`src/hdl/bbps_pkg.sv`:
```
// Shared types, register codes, fixed-point helpers and the tick program
// for the ball body physics step. No dependencies.
`default_nettype none

package bbps_pkg;

    // Configuration register indexes.
    localparam logic [2:0] CFG_GRAVITY_X = 3'd0;
    localparam logic [2:0] CFG_GRAVITY_Y = 3'd1;
    localparam logic [2:0] CFG_GRAVITY_Z = 3'd2;
    localparam logic [2:0] CFG_INV_MASS  = 3'd3;
    localparam logic [2:0] CFG_SPAWN_X   = 3'd4;
    localparam logic [2:0] CFG_SPAWN_Y   = 3'd5;
    localparam logic [2:0] CFG_SPAWN_Z   = 3'd6;
    localparam logic [2:0] CFG_TIME_STEP = 3'd7;

    localparam int IN_DATA_W  = 296;
    localparam int OUT_DATA_W = 200;

    // One decoded request as held in the queue.
    typedef struct packed {
        logic           is_tick;
        logic           hit;
        logic [2:0][31:0] force_v;
        logic [2:0][31:0] clip;
        logic [2:0][31:0] normal;
    } t_item;

    // Configuration registers as seen by the back end.
    typedef struct packed {
        logic [2:0][31:0] gravity;
        logic [30:0]      inv_mass;
        logic [2:0][31:0] spawn;
        logic [16:0]      dt;
    } t_cfg;

    // Program step operations.
    typedef enum logic [3:0] {
        OP_RESPAWN, OP_CLIP, OP_MDOT, OP_MADDM, OP_MSUBM, OP_MADDS, OP_MNEGNUM,
        OP_NUMNEG, OP_NUM, OP_DEN, OP_SQRT, OP_DIV, OP_SKIPSLOW, OP_END
    } t_op;

    typedef enum logic [3:0] {
        SRC_P, SRC_V, SRC_F, SRC_ACC, SRC_N, SRC_G, SRC_K, SRC_H, SRC_C,
        SRC_FRIC, SRC_INVM, SRC_DT
    } t_src;

    typedef enum logic [2:0] {
        DST_NONE, DST_ACC, DST_V, DST_P, DST_K, DST_H, DST_C
    } t_dst;

    typedef struct packed {
        t_op        op;
        t_src       a;
        t_src       b;
        t_dst       dst;
        logic [1:0] idx;
    } t_uop;

    // Program addresses of the tick sequence.
    localparam logic [5:0] PC_RESPAWN = 6'd0;
    localparam logic [5:0] PC_CLIP    = 6'd1;
    localparam logic [5:0] PC_GG      = 6'd2;
    localparam logic [5:0] PC_KNUM    = 6'd5;
    localparam logic [5:0] PC_NG      = 6'd6;
    localparam logic [5:0] PC_KDEN    = 6'd9;
    localparam logic [5:0] PC_KDIV    = 6'd10;
    localparam logic [5:0] PC_NK      = 6'd11;
    localparam logic [5:0] PC_NV      = 6'd14;
    localparam logic [5:0] PC_HNUM    = 6'd17;
    localparam logic [5:0] PC_NN      = 6'd18;
    localparam logic [5:0] PC_HSQ     = 6'd21;
    localparam logic [5:0] PC_HDIV    = 6'd22;
    localparam logic [5:0] PC_NH      = 6'd23;
    localparam logic [5:0] PC_VV      = 6'd26;
    localparam logic [5:0] PC_VSQ     = 6'd29;
    localparam logic [5:0] PC_SLOW    = 6'd30;
    localparam logic [5:0] PC_FK      = 6'd31;
    localparam logic [5:0] PC_CDIV    = 6'd32;
    localparam logic [5:0] PC_VC      = 6'd33;
    localparam logic [5:0] PC_INTEG   = 6'd36;
    localparam logic [5:0] PC_VEL     = 6'd39;
    localparam logic [5:0] PC_POS     = 6'd42;

    // Sign-extend a 32-bit word to the 66-bit working width.
    function automatic logic [65:0] sx32(input logic [31:0] x);
        return {{34{x[31]}}, x};
    endfunction

    // Sign-extend a 64-bit word to the 66-bit working width.
    function automatic logic [65:0] sx64(input logic [63:0] x);
        return {{2{x[63]}}, x};
    endfunction

    // Saturate a signed 66-bit value to the signed 32-bit range.
    function automatic logic [31:0] sat32(input logic [65:0] x);
        logic [31:0] r;
        if (!x[65] && (x[64:31] != '0)) begin
            r = 32'h7FFF_FFFF;
        end else if (x[65] && (x[64:31] != '1)) begin
            r = 32'h8000_0000;
        end else begin
            r = x[31:0];
        end
        return r;
    endfunction

    // Tick program: one step per address.
    function automatic t_uop uop_decode(input logic [5:0] pc);
        t_uop u;
        u = '{op: OP_END, a: SRC_P, b: SRC_P, dst: DST_NONE, idx: 2'd0};
        unique case (pc) inside
            PC_RESPAWN: u.op = OP_RESPAWN;
            PC_CLIP:    u.op = OP_CLIP;
            [PC_GG:PC_GG+6'd2]: begin
                u.op = OP_MDOT; u.a = SRC_G; u.b = SRC_G; u.idx = 2'(pc - PC_GG);
            end
            PC_KNUM:    u.op = OP_NUMNEG;
            [PC_NG:PC_NG+6'd2]: begin
                u.op = OP_MDOT; u.a = SRC_N; u.b = SRC_G; u.idx = 2'(pc - PC_NG);
            end
            PC_KDEN:    u.op = OP_DEN;
            PC_KDIV: begin
                u.op = OP_DIV; u.dst = DST_K;
            end
            [PC_NK:PC_NK+6'd2]: begin
                u.op = OP_MADDM; u.a = SRC_N; u.b = SRC_K; u.dst = DST_ACC;
                u.idx = 2'(pc - PC_NK);
            end
            [PC_NV:PC_NV+6'd2]: begin
                u.op = OP_MDOT; u.a = SRC_N; u.b = SRC_V; u.idx = 2'(pc - PC_NV);
            end
            PC_HNUM:    u.op = OP_NUM;
            [PC_NN:PC_NN+6'd2]: begin
                u.op = OP_MDOT; u.a = SRC_N; u.b = SRC_N; u.idx = 2'(pc - PC_NN);
            end
            PC_HSQ:     u.op = OP_SQRT;
            PC_HDIV: begin
                u.op = OP_DIV; u.dst = DST_H;
            end
            [PC_NH:PC_NH+6'd2]: begin
                u.op = OP_MSUBM; u.a = SRC_N; u.b = SRC_H; u.dst = DST_V;
                u.idx = 2'(pc - PC_NH);
            end
            [PC_VV:PC_VV+6'd2]: begin
                u.op = OP_MDOT; u.a = SRC_V; u.b = SRC_V; u.idx = 2'(pc - PC_VV);
            end
            PC_VSQ:     u.op = OP_SQRT;
            PC_SLOW:    u.op = OP_SKIPSLOW;
            PC_FK: begin
                u.op = OP_MNEGNUM; u.a = SRC_FRIC; u.b = SRC_K;
            end
            PC_CDIV: begin
                u.op = OP_DIV; u.dst = DST_C;
            end
            [PC_VC:PC_VC+6'd2]: begin
                u.op = OP_MADDM; u.a = SRC_V; u.b = SRC_C; u.dst = DST_ACC;
                u.idx = 2'(pc - PC_VC);
            end
            [PC_INTEG:PC_INTEG+6'd2]: begin
                u.op = OP_MADDS; u.a = SRC_F; u.b = SRC_INVM; u.dst = DST_ACC;
                u.idx = 2'(pc - PC_INTEG);
            end
            [PC_VEL:PC_VEL+6'd2]: begin
                u.op = OP_MADDM; u.a = SRC_ACC; u.b = SRC_DT; u.dst = DST_V;
                u.idx = 2'(pc - PC_VEL);
            end
            [PC_POS:PC_POS+6'd2]: begin
                u.op = OP_MADDM; u.a = SRC_V; u.b = SRC_DT; u.dst = DST_P;
                u.idx = 2'(pc - PC_POS);
            end
            default: u.op = OP_END;
        endcase
        return u;
    endfunction

endpackage

`default_nettype wire

```
`src/hdl/bbps_front.sv`:
```
// Front end: unpacks incoming requests, classifies them and holds them in a
// two-entry queue for the back end. Depends on bbps_pkg.
`default_nettype none

module bbps_front
    import bbps_pkg::*;
(
    input  wire logic                 i_clk,
    input  wire logic                 i_rst_n,
    input  wire logic                 s_axis_tvalid,
    output logic                      s_axis_tready,
    input  wire logic [IN_DATA_W-1:0] s_axis_tdata,
    input  wire logic                 s_axis_tuser,
    output logic                      o_q_valid,
    output t_item                     o_q_item,
    input  wire logic                 i_q_pop
);

    t_item       r_mem [2];
    logic        r_wr_ptr;
    logic        r_rd_ptr;
    logic [1:0]  r_count;
    t_item       w_item;
    logic        w_push;

    // Unpack the stream word into item fields.
    always_comb begin
        w_item.is_tick   = s_axis_tuser;
        w_item.force_v[0] = s_axis_tdata[31:0];
        w_item.force_v[1] = s_axis_tdata[63:32];
        w_item.force_v[2] = s_axis_tdata[95:64];
        w_item.hit       = s_axis_tdata[96];
        w_item.clip[0]   = s_axis_tdata[128:97];
        w_item.clip[1]   = s_axis_tdata[160:129];
        w_item.clip[2]   = s_axis_tdata[192:161];
        w_item.normal[0] = s_axis_tdata[224:193];
        w_item.normal[1] = s_axis_tdata[256:225];
        w_item.normal[2] = s_axis_tdata[288:257];
    end

    assign s_axis_tready = (r_count != 2'd2);
    assign w_push        = s_axis_tvalid && s_axis_tready;
    assign o_q_valid     = (r_count != 2'd0);
    assign o_q_item      = r_mem[r_rd_ptr];

    // Queue storage.
    always_ff @(posedge i_clk) begin
        if (w_push) begin
            r_mem[r_wr_ptr] <= w_item;
        end
    end

    // Queue pointers and fill level.
    always_ff @(posedge i_clk) begin
        if (!i_rst_n) begin
            r_wr_ptr <= 1'b0;
            r_rd_ptr <= 1'b0;
            r_count  <= 2'd0;
        end else begin
            if (w_push) begin
                r_wr_ptr <= ~r_wr_ptr;
            end
            if (i_q_pop) begin
                r_rd_ptr <= ~r_rd_ptr;
            end
            if (w_push && !i_q_pop) begin
                r_count <= r_count + 2'd1;
            end else if (!w_push && i_q_pop) begin
                r_count <= r_count - 2'd1;
            end
        end
    end

endmodule

`default_nettype wire

```
`config.mk`:
```
export PLATFORM = sky130hd
export DESIGN_NAME = bbps_front
export DESIGN_NICKNAME = d
export VERILOG_FILES = /design/src/hdl/bbps_pkg.sv /design/src/hdl/bbps_front.sv
export SDC_FILE = /design/constraint.sdc
export NUM_CORES = 1
export LEC_CHECK = 0
export BUFFER_PORTS_ARGS = -buffer_cell sky130_fd_sc_hd__buf_2
export CORE_AREA = 3 3 229 231
export CTS_BUF_LIST = sky130_fd_sc_hd__clkbuf_8
export CTS_CLUSTER_DIAMETER = 120
export DETAILED_ROUTE_END_ITERATION = 10
export DIE_AREA = 0 0 232 234
export GPL_ROUTABILITY_DRIVEN = 1
export PLACE_DENSITY = 0.66
export SLEW_MARGIN = 0
export SYNTH_ARGS = -nofsm -noshare
export SYNTH_HDL_FRONTEND = slang
export SYNTH_SLANG_ARGS = --single-unit
```
`constraint.sdc`:
```
create_clock -name i_clk -period 10.4 [get_ports i_clk]
set_clock_uncertainty 0.1 [all_clocks]
set_input_delay 1.04 -clock i_clk [delete_from_list [all_inputs] [get_ports i_clk]]
set_output_delay 1.04 -clock i_clk [all_outputs]
set_load 0.02 [all_outputs]
```
## Yosys cells after proc, flatten, opt, wreduce, memory -nomap -nowiden

Memories as Yosys holds them, arrays and structs flattened. A register that Yosys moved wholly into a read port is not among the register bits.
Cells that the tools add are included.

| operators by class | value |
|---|---|
| add/subtract/negate cells | 2 |
| equal/unequal tests | 1 |
| multiplexer cells | 6 |
| bitwise logic cells | 2 |
| reduce and logical (&&, ||, !) cells | 7 |

Operator list:

| cell | number |
|---|---|
| two-way mux 1 bit | 4 |
| two-way mux 2 bit | 2 |
| nonzero test 2 bit | 2 |
| logical AND 1 bit | 3 |
| adder 2 x 1 -> 2 bit (second input constant) | 1 |
| logical NOT 1 bit | 2 |
| != test 2 bit (second input constant) | 1 |
| inverter 1 bit | 2 |
| subtractor 2 x 1 -> 2 bit (second input constant) | 1 |

| storage, ports and cells | value |
|---|---|
| register bits after elaboration | 4 |
| memory bits (writable) | 580 |
| input bits | 301 |
| memories | 1 |

Memory list:

| memory | depth | bits a word | rd ports | clocked after memory_dff | wr ports | RTL line | RTL |
|---|---|---|---|---|---|---|---|
| r_mem | 2 | 290 | 1 | 1 | 1 | bbps_front.sv:19 | `t_item r_mem [2];` |

## Longest topological paths before layout

| depth | value |
|---|---|
| depth in word-level cells | 6 |
| depth in mapped cells | 6 |

## Least setup slack after synthesis

No wires, ideal clock.

| timing | value |
|---|---|
| path kind | input to register |
| from | in s_axis_tvalid |
| to | mem r_mem[1][0] in the netlist's numbering, enable pin |
| setup time | 0.691 ns |
| arrival time | 7.687 ns |
| path slack | 1.922 ns |
| stages | 1 |
| path buffers | 0 |
| path through | and3_1 |

| on the way | value |
|---|---|
| cells in the longest elaborated chain, start to end | 3 |

Ends and longest elaborated chain:

| what | RTL line | RTL |
|---|---|---|
| from (decl) | bbps_front.sv:10 | `input wire logic s_axis_tvalid,` |
| logical AND 1 bit | bbps_front.sv:42 | `assign w_push = s_axis_tvalid && s_axis_tready;` |
| two-way mux 1 bit | bbps_front.sv:48 | `if (w_push) begin` |
| two-way mux 1 bit (implied by the code) | bbps_front.sv:49 | `r_mem[r_wr_ptr] <= w_item;` |
| to (decl) | bbps_front.sv:19 |  |

Every way passes these cells.

==> results.txt <==
- The count of buffers added on input and output ports is 585.
- Clock insertion delay at the later pin of the skew report: 0.66 ns
- Via count of the first global-routing pass: 11,500
- Fill cells in the final layout number 4,063.
- In the final layout, the share of cells above drive strength 1 is 60.7%.
- Post-synth EDFFs: 580
- Post-Syn Instances: between 900 and 1,000
- Area of the core: 50,300 um^2
- The number of nets in the synthesized netlist is 1,228.
- The hold violation total from the final report was 0.
- After detailed routing, the number of vias per cell comes to between 4 and 5.
- Smallest hold slack: 0.416 ns
* Required time reported for the critical path endpoint: ~9.3 ns
- STA classifies the critical path endpoint as an output port.
- RR Endpoint: r_mem[0][214]$_DFFE_PP_
* Synthesis-stage register bit count: 585
- The worst register-to-register path begins at r_count[0]$_SDFFE_PN0P_.
- Die footprint: 54,300 um^2
- For this run, the total global-route usage over all layers was measured as approximately 17%.
- Synth Cell Area: 21,500 um^2
- Clock Tree Root: sky130_fd_sc_hd__clkbuf_8
- Measured against its own limit, the worst slew margin works out to 16.3%.
- Post-CTS timing repair inserted 0 buffers for setup.
* Floorplan die width: 232 um
* DRT iter0 DRCs: 610
- The clock drives 585 sinks.
- Final nets: 1,884
- Power density normalized to cell area: ~210 nW/um^2
- At the end of routability-driven placement, the weighted congestion stood at 0.769.
- CTS hold repair buffers: 0
- Summed over all instances, the cell type with the most area after synthesis is sky130_fd_sc_hd__edfxtp_1.
- The share of the Yosys chip area taken by registers is 81.4%.
- Worst reg-to-reg path cell count: 4
- Share of synthesized flip-flops with an asynchronous set or reset: 0%
* Area taken by flip-flops and latches: 17,500 um^2
* Most frequent cells after synthesis: 580 x sky130_fd_sc_hd__edfxtp_1, 190 x sky130_fd_sc_hd__mux2_2, 100 x sky130_fd_sc_hd__mux2_4
- Once the floorplan was initialized, standard cells occupied 42.8% of the core.
- For this run, design rule violations remaining after detail routing come to 0.
- Summing all multi-input logic gate instances after layout gives roughly 3800 um^2.
* P_leak: 10.3 nW
- The HPWL after detailed placement is about 32,000 um.
- The first global-routing pass estimated 67,800 um of wire.
* H-tree depth: 3
* Peak supply drop: around 200 uV
- Chip Height: 234 um
- Class of the worst hold path: flip-flop to flip-flop
- Based on the critical path, the design can be clocked at up to 223 MHz.
- sky130_fd_sc_hd__edfxtp_1 is the most common cell in the netlist.
- The number of antenna violations at the first check in global routing came to 18.
- Across all register-to-register paths, the minimum setup slack is between 7 and 8 ns.
- At the pin with the least slew margin, the transition time is 1.26 ns.
* Largest net degree at the start of global routing: 163
- TritonCTS built the clock tree.
- Once the clock tree was built, the resizer swapped 0 gates to a different size.
- Max-cap violations in this run came to 0.
- Synthesis-to-layout area growth: 25.0%
- Setup repair after global routing left no endpoint under its margin.
* Outcome: completed
- Post-layout minimum cycle time: 4.49 ns
- Largest fanout on the critical path: 79
- Worst hold path cell count: 2
- Max-slew violation count: 0
- Routed wire length: around 47,000 um
* Total vias in the final route: approximately 11,000
- Sum of overflow across all layers after global routing: 0
* 1st-pass router iterations: 4
* Post-synthesis cell type count: 21
* Maximum number of buffers from clock root to sink: 3
- Sorting the synthesized cells by area gives the leading types as sky130_fd_sc_hd__edfxtp_1 81%, sky130_fd_sc_hd__mux2_2 9.9%, sky130_fd_sc_hd__mux2_4 7.0%.
- Number of placement rows: 82
- Min-Delay Startpoint: r_count[1]$_SDFFE_PN0P_
- Synth Warn #: 0
- The path with the worst hold slack has its endpoint at r_count[1]$_SDFFE_PN0P_.
- Final setup viols: 0
- Critical path type: flip-flop to output port
- The detail route stage leaves a number of antenna-violating nets equal to 0.
- During I/O placement, the number of pins put on the boundary was 593.
- In the finished design, the share of the clock period the worst path needs comes to 43.1%.
* Worst Path Arrival: approximately 3.4 ns
- After clock tree synthesis, the clock-pin slew on the worst setup and hold paths is 0.06 ns.
- Among all flip-flop cells after synthesis, the most frequent one is sky130_fd_sc_hd__edfxtp_1.
- Averaged over all synthesized cells, the footprint is 23.2 um^2.
- Adding up every negative setup slack in the final design gives 0 ns.
* Wirelength per Cell: 20.2 um
- Number of buffers created by CTS: 96
- Summed over its instances, the top area cell type makes up roughly four fifths of the synthesized netlist area.
- Sort of element at the start of the critical path: flip-flop
## stage by stage
step	util, %	cell area [um^2]	worst slack [ns]	cells	total power [mW]
final	53.5	26900	5.91	2336	5.62
after global routing	53.5	26900	5.68	2333	5.88
after CTS	53.5	26900	5.79	2327	5.70
after detailed placement	50.0	25200	6.53	2156	3.91
after global placement	50.0	25200	6.54	2156	3.89
after floorplan	-	21500	1.92	926	3.62
## routing by layer
metal | wire [um] | global-route usage [%]
met1 | 17200 | 18.5
met2 | 23300 | 27.3
met3 | 5040 | 8.38
met4 | 1510 | 6.56
met5 | 126 | 0
## power by group
group	total [mW]	switching [mW]	internal [mW]
combinational	0.916	0.561	0.355
clock	1.78	0.860	0.919
sequential	2.93	0.0591	2.87
## critical path, cell delays in order (launching register included)
cell                      delay, ns
sky130_fd_sc_hd__dfxtp_4       1.00
sky130_fd_sc_hd__buf_4         0.96
sky130_fd_sc_hd__mux2_2        0.43
sky130_fd_sc_hd__buf_2         0.16
## state kept, by name, summed over array words and instances, names as in the netlist, named ones only
register,count
r_mem,580
r_wr_ptr,1
r_rd_ptr,1
r_count,2
## cell families (layout without fill, tap and decap cells)
group	count (synthesis)	count (layout)	synth area share, %
other cells	0	9	0
compound gates	4	4	0.140
flops	585	585	81.4
mux	290	290	16.9
fa+ha+maj	1	1	0.0581
simple gates	9	9	0.267
xor+xnor	3	3	0.122
buf+inv	34	763	1.11
## area by class of cell
class	count	area share (%)
Multi-Input combinational cell	307	14.0
Clock buffer	104	5.32
Timing Repair Buffer	590	11.2
Tap cell	672	3.13
Clock inverter	67	1.09
Inverter	2	0.0558
Antenna cell	9	0.0837
Sequential cell	585	65.1
## worst max-delay path by stage
stage                                 end  slack, ns  cells past startpoint
detailed placement           o_q_item[52]       6.53                      3
global route                 o_q_item[52]       5.68                      3
CTS                          o_q_item[52]       5.79                      3
global placement             o_q_item[52]       6.54                      3
finish                      o_q_item[153]       5.91                      3
floorplan           r_mem[1][0]$_DFFE_PP_       1.92                      1
## layout by cell type, fill, tap and decap left out, drive strengths merged, types with 2 or more instances in the layout
cell type	instances
clkbuf	104
a21boi	2
mux2	290
clkinv	27
inv	40
and2	4
edfxtp	580
xor2	2
buf	590
clkinvlp	2
diode	9
dfxtp	5
No activity file was read; power rests on OpenSTA's default activity.
